$ cat config.mk
export PLATFORM = sky130hd
export DESIGN_NAME = three_term_recurrence_checksum
export DESIGN_NICKNAME = d
export VERILOG_FILES = /design/src/sv/ttrc_pkg.sv /design/src/sv/three_term_recurrence_checksum.sv /design/src/sv/ttrc_step.sv
export SDC_FILE = /design/constraint.sdc
export NUM_CORES = 1
export LEC_CHECK = 0
export ABC_AREA = 1
export BUFFER_PORTS_ARGS = -buffer_cell sky130_fd_sc_hd__buf_2
export CORE_MARGIN = 1.5
export CORE_UTILIZATION = 45
export CTS_CLUSTER_SIZE = 40
export DETAILED_ROUTE_END_ITERATION = 16
export PLACE_DENSITY = 0.58
export SLEW_MARGIN = 5
export SYNTH_ARGS = -nofsm -noshare
export SYNTH_HDL_FRONTEND = slang
export SYNTH_SLANG_ARGS = --single-unit
$ cat constraint.sdc
create_clock -name clock -period 40 [get_ports clock]
set_input_delay 2 -clock clock [delete_from_list [all_inputs] [get_ports clock]]
set_output_delay 2 -clock clock [all_outputs]
set_load 0.1 [all_outputs]
$ cat src/sv/ttrc_pkg.sv
// Package for the three-term recurrence checksum.
// Holds the recurrence state type, its reset value and the arithmetic constants.
// No dependencies.
package ttrc_pkg;

   localparam int unsigned DATA_WIDTH  = 8;
   localparam int unsigned TERM_WIDTH  = 16;
   localparam int unsigned INDEX_WIDTH = 8;

   localparam logic [7:0]  ALPHA_MULT   = 8'd17;
   localparam logic [7:0]  BETA_MULT    = 8'd31;
   localparam logic [15:0] FIRST_OFFSET = 16'd7;
   localparam logic [15:0] TERM_MAX     = 16'hFFFF;

   // 257 * 65535 + 1: lifts a negative difference into range while keeping
   // the residue that the 2^64 wrap leaves (2^64 is 1 modulo 65535)
   localparam logic [25:0] WRAP_BIAS = 26'd16842496;

   typedef struct packed {
      logic [TERM_WIDTH-1:0]  previous_term;
      logic [TERM_WIDTH-1:0]  current_term;
      logic [INDEX_WIDTH-1:0] byte_index;
   } ttrc_state_type;

   localparam ttrc_state_type STATE_RESET = '{
      previous_term: 16'd1,
      current_term:  16'd1,
      byte_index:    8'd0
   };

endpackage

$ cat src/sv/three_term_recurrence_checksum.sv
// Three-term recurrence checksum over a byte stream: one byte per cycle in,
// one checksum per message out. A message's first byte is flagged on req_tuser,
// its last on req_tlast; the last byte passes the input register and its checksum
// the result register. The block takes a byte every cycle unless a waiting
// checksum stalls it; the rate is set by the recurrence update (a 9x16 and an
// 8x16 multiply, a subtract and a modulo-65535 fold) between the input register
// and the state/result registers. A waiting checksum holds further bytes only
// when the next registered byte is itself a last byte. Depends on ttrc_pkg, ttrc_step.
module three_term_recurrence_checksum import ttrc_pkg::*; (
   input  logic        clock,
   input  logic        reset,
   input  logic        req_tvalid,
   output logic        req_tready,
   input  logic [7:0]  req_tdata,   // [7:0] data_byte
   input  logic        req_tuser,   // [0] first_byte
   input  logic        req_tlast,   // last_byte
   output logic        rsp_tvalid,
   input  logic        rsp_tready,
   output logic [15:0] rsp_tdata    // [15:0] checksum
);

   logic                  in_valid_ff;
   logic [DATA_WIDTH-1:0] in_byte_ff;
   logic                  in_first_ff;
   logic                  in_last_ff;
   ttrc_state_type        state_ff;
   ttrc_state_type        state_in;
   logic                  rsp_valid_ff;
   logic [15:0]           rsp_data_ff;
   logic                  stall;
   logic                  advance;

   ttrc_step u_step (
      .data_byte  (in_byte_ff),
      .first_byte (in_first_ff),
      .state_now  (state_ff),
      .state_next (state_in)
   );

   assign stall      = in_valid_ff && in_last_ff && rsp_valid_ff && !rsp_tready;
   assign advance    = in_valid_ff && !stall;
   assign req_tready = !in_valid_ff || advance;
   assign rsp_tvalid = rsp_valid_ff;
   assign rsp_tdata  = rsp_data_ff;

   always_ff @(posedge clock) begin
      if (reset) begin
         in_valid_ff <= 1'b0;
      end else if (req_tready) begin
         in_valid_ff <= req_tvalid;
      end
   end

   always_ff @(posedge clock) begin
      if (req_tready && req_tvalid) begin
         in_byte_ff  <= req_tdata;
         in_first_ff <= req_tuser;
         in_last_ff  <= req_tlast;
      end
   end

   always_ff @(posedge clock) begin
      if (reset) begin
         state_ff <= STATE_RESET;
      end else if (advance) begin
         state_ff <= state_in;
      end
   end

   always_ff @(posedge clock) begin
      if (reset) begin
         rsp_valid_ff <= 1'b0;
      end else if (advance && in_last_ff) begin
         rsp_valid_ff <= 1'b1;
      end else if (rsp_tready) begin
         rsp_valid_ff <= 1'b0;
      end
   end

   always_ff @(posedge clock) begin
      if (advance && in_last_ff) begin
         rsp_data_ff <= state_in.current_term;
      end
   end

endmodule

$ cat src/sv/ttrc_step.sv
// Next-state logic of the three-term recurrence checksum for one byte.
// Multiplies, subtracts with modulo-2^64 wrap and folds modulo 65535.
// Depends on ttrc_pkg.
module ttrc_step import ttrc_pkg::*; (
   input  logic [DATA_WIDTH-1:0] data_byte,
   input  logic                  first_byte,
   input  ttrc_state_type        state_now,
   output ttrc_state_type        state_next
);

   logic [INDEX_WIDTH-1:0] index;
   logic [7:0]             alpha;
   logic [7:0]             beta;
   logic [8:0]             factor;
   logic [24:0]            up;
   logic [23:0]            down;
   logic [25:0]            diff;
   logic [25:0]            biased;
   logic [16:0]            fold_a;
   logic [15:0]            fold_b;
   logic [15:0]            term;

   assign index  = state_now.byte_index + 8'd1;
   assign alpha  = 8'(index * ALPHA_MULT);
   assign beta   = 8'(index * BETA_MULT);
   assign factor = {1'b0, data_byte} + {1'b0, alpha};
   assign up     = 25'(factor) * 25'(state_now.current_term);
   assign down   = 24'(beta) * 24'(state_now.previous_term);
   assign diff   = {1'b0, up} - {2'b00, down};
   assign biased = diff + (diff[25] ? WRAP_BIAS : 26'd0);

   // end-around fold: 65536 is 1 modulo 65535
   assign fold_a = 17'(biased[24:16]) + 17'(biased[15:0]);
   assign fold_b = 16'(fold_a[16]) + fold_a[15:0];
   assign term   = (fold_b == TERM_MAX) ? 16'd0 : fold_b;

   always_comb begin
      if (first_byte) begin
         state_next.previous_term = STATE_RESET.previous_term;
         state_next.current_term  = 16'(data_byte) + FIRST_OFFSET;
         state_next.byte_index    = STATE_RESET.byte_index;
      end else begin
         state_next.previous_term = state_now.current_term;
         state_next.current_term  = term;
         state_next.byte_index    = index;
      end
   end

endmodule

==> run summary <==
In the layout the commonest cells are 475 x inv_1, 444 x nand2_1, 235 x fa_1. The post-synthesis xor/xnor area fraction came out at 0.0373. In the routed layout, each cell is associated on average with a via count of 4.99. The global-route usage over all layers is 0.241.

The number of antenna cells inserted came out at 0. The clock buffer count from CTS is 9. The clock tree from TritonCTS is yes. The run finished with clean final reports. The hold violation total from the final report came out at 0. The area added between synthesis and finish came out at 5.72%.

The cell chosen for the clock root is clkbuf_16. The fraction of registers with async set or reset after synthesis came out at 0. The data required time at the worst endpoint came out at 40.09 ns.

For this run, the slowest stage of the critical path takes around 0.64 ns. In the final layout, the share of cells above drive strength 1 is 0.0740. The count of nets left with antenna violations once routing finished came out at 0. The die outline area came out at 32800 um2. The most used flip-flop cell after synthesis is dfxtp_1. The share of cell area taken by muxes after synthesis is 0. Port buffering added 31 buffers.

The via count is roughly 11000. The count of final max-slew check failures is 0. The maximum clock frequency came out at between 60 and 70 MHz.

The min-delay analysis places its worst path in the category flip-flop to flip-flop. The floorplan has 65 rows. The number of nets in the synthesized netlist is 2235. The aggregate global routing overflow is 0. Buffers inserted to repair hold after CTS numbered 0. For this configuration, the core starts out at a cell density of 0.454. The first TritonRoute pass finished after 5 iterations.

The slowest library cell on the worst path is ha_1. The type of destination of the critical path is a flip-flop. The number of synthesized flops with an enable pin is 26. The first-iteration detailed-routing DRC count is 616. The cell type with the highest occurrence count on the critical path is nand2_1. The final routed wirelength across all metal layers is 38300 um. The final-layout setup total negative slack is 0 ns. The number of filler cells placed in the layout came out at approximately 3200. The via count of the first global-routing pass is 11500. The Yosys step of the flow raised 0 warnings. The cell area after technology mapping is 14300 um2. The setup slack of the worst register-to-register path is roughly 24 ns. The post-cts resize count is 0. The final worst clock skew is 0.00826 ns. STA classifies the critical path startpoint as a flip-flop. In this run the horizontal extent of the chip is roughly 180 um. The tightest slew margin relative to the limit is 0.398. In this run the post-CTS setup repair buffer count came out at 0. The complex-gate fraction of the synthesized area was 0.0495. Across the run, the number of max-cap violations was 0. The number of antenna violations at the first check in global routing came out at 0.

In this run the worst path has a maximum fanout of 20. The worst-skew pair later-pin latency came out at 0.35 ns. The worst path meets setup with 23.64 ns of slack. The core region is 31400 um2.

The CTS H-tree depth is 3. The pin count of the biggest net entering global routing is 35. Timing analysis after detailed placement gives a worst setup slack of around 24 ns. The clock input transition at the sequential cells of the worst setup and hold paths is 0.07 ns.

The arrival time reported for the critical path endpoint is 16.45 ns. After technology mapping, the gate count stands at 1871. The final layout contains 2237 nets. The mean cell area of the mapped netlist is between 7 and 8 um2.

After synthesis, the largest family of logic cells by area is adder cells. The total I/O pin count came out at 32. The shortest period the worst path allows is 16.36 ns. The classification of the worst setup path is flip-flop to flip-flop.

The number of distinct library cells after synthesis is 50. Of the total synthesized cell area, the portion taken by full adders, half adders and majority gates is 0.431. After detailed routing, the average wire length per cell comes to 16.8 um.

The measured slew at the worst slew-check pin came out at 0.902 ns. The simple-gate share of the synthesized area came out at 0.227. Synthesis inferred 68 register bits. The maximum buffer depth of the clock tree is 2. The number of setup violations in the final report came out at 0. The share of synthesized area occupied by flip-flops and latches came out at 0.114. The share of the cycle needed by the critical path after routing is 0.409. The die boundary height came out at 181 um. Setup repair after global routing left no endpoint under its margin.

The DRC violations left came out at 0. The final estimated routing congestion in global placement came out at 0.907. The most common library cell in the layout ignoring fill and taps is inv_1. Detailed placement ended at an HPWL of 32700 um. The first-pass GRT wire length came out at 60600 um.

The clock drives 68 sinks.
critical path: cells and delay by family, from the launching register on:
family | cells | cell delay (ns)
xor gates and xnor gates | 3 | 0.47
AOI/OAI and AO/OA | 8 | 1.46
and+or+nand+nor | 40 | 4.87
buffers and inverters | 14 | 2.12
adders and majority gates | 15 | 6.71
DFF | 1 | 0.48
state kept, by name, indices dropped and copies added (netlist names):
signal	flops
in_first_ff	1
in_valid_ff	1
in_last_ff	1
rsp_tdata	16
in_byte_ff	8
rsp_tvalid	1
state_ff	40
path summary, 6_finish.rpt:
check	cells after the start	end	startpoint
worst max-delay path	80	rsp_tdata[0]	state_ff[0]
worst min-delay path	2	state_ff[5]	state_ff[5]
worst min register to register	2	state_ff[5]	state_ff[5]
worst max register to register	80	rsp_tdata[0]	state_ff[0]
through the flow:
step | cell area, um2 | hold slack (ns) | utilization | std cells
after global placement | 14800 | 0.473 | 0.471 | 2264
after detailed placement | 14800 | 0.479 | 0.471 | 2264
final | 15100 | 0.491 | 0.480 | 2280
after floorplan | 14300 | 0.458 | - | 1871
after CTS | 15100 | 0.489 | 0.480 | 2280
after global routing | 15100 | 0.540 | 0.480 | 2280
layout make-up:
type                            instances  area, um2  area share
Timing Repair Buffer                   36        193      0.0128
Clock inverter                          7       80.1     0.00531
Sequential cell                        68       1620       0.108
Inverter                              487       1830       0.122
Clock buffer                            9        225      0.0149
Tap cell                              402        503      0.0334
Multi-Input combinational cell       1271      10600       0.705
Yosys cell counts, types with 3 or more instances:
master      n  share of area
xnor2_1    18          0.011
nand2_2    10         0.0044
inv_1     475           0.12
or2_2      12         0.0053
xor2_1     34          0.021
clkbuf_1   37         0.0097
nor2_1    163          0.043
ha_1      115           0.10
nand2_4    10         0.0079
a31oi_1     8         0.0035
o21ai_0    23         0.0081
nand3_1    51          0.018
nand3_4     3         0.0037
a21oi_1    68          0.024
nand3_2    16          0.011
nor3_1      4         0.0014
nand4_1     7         0.0031
o21bai_1    6         0.0032
edfxtp_1   26          0.055
nand2_1   444           0.12
dfxtp_1    42          0.059
fa_1      235           0.33
nor2_2      7         0.0031
buf_1       5         0.0013
inv_2      10         0.0026
a21oi_2     6         0.0037
kinds of logic (layout without fill, tap and decap cells):
| group | after synthesis | after routing |
|---|---|---|
| and+or+nand+nor | 740 | 740 |
| buffers and inverters | 532 | 539 |
| adders and majority gates | 350 | 350 |
| AOI/OAI and AO/OA | 125 | 125 |
| DFF | 68 | 68 |
| xor gates and xnor gates | 56 | 56 |
per-layer routing:
layer / GRT usage / wire [um] / up-vias
met2: 0.413 / 18300 / 296
met4: 0.0727 / 1050 / 0
met1: 0.322 / 16800 / 5525
met5: 0 / 0 / -
li1: - / - / 5498
met3: 0.0276 / 2060 / 69
Power is left out: the tool's default activity adds up to more than one toggle a clock period on the data nets, which glitch-free logic cannot reach.
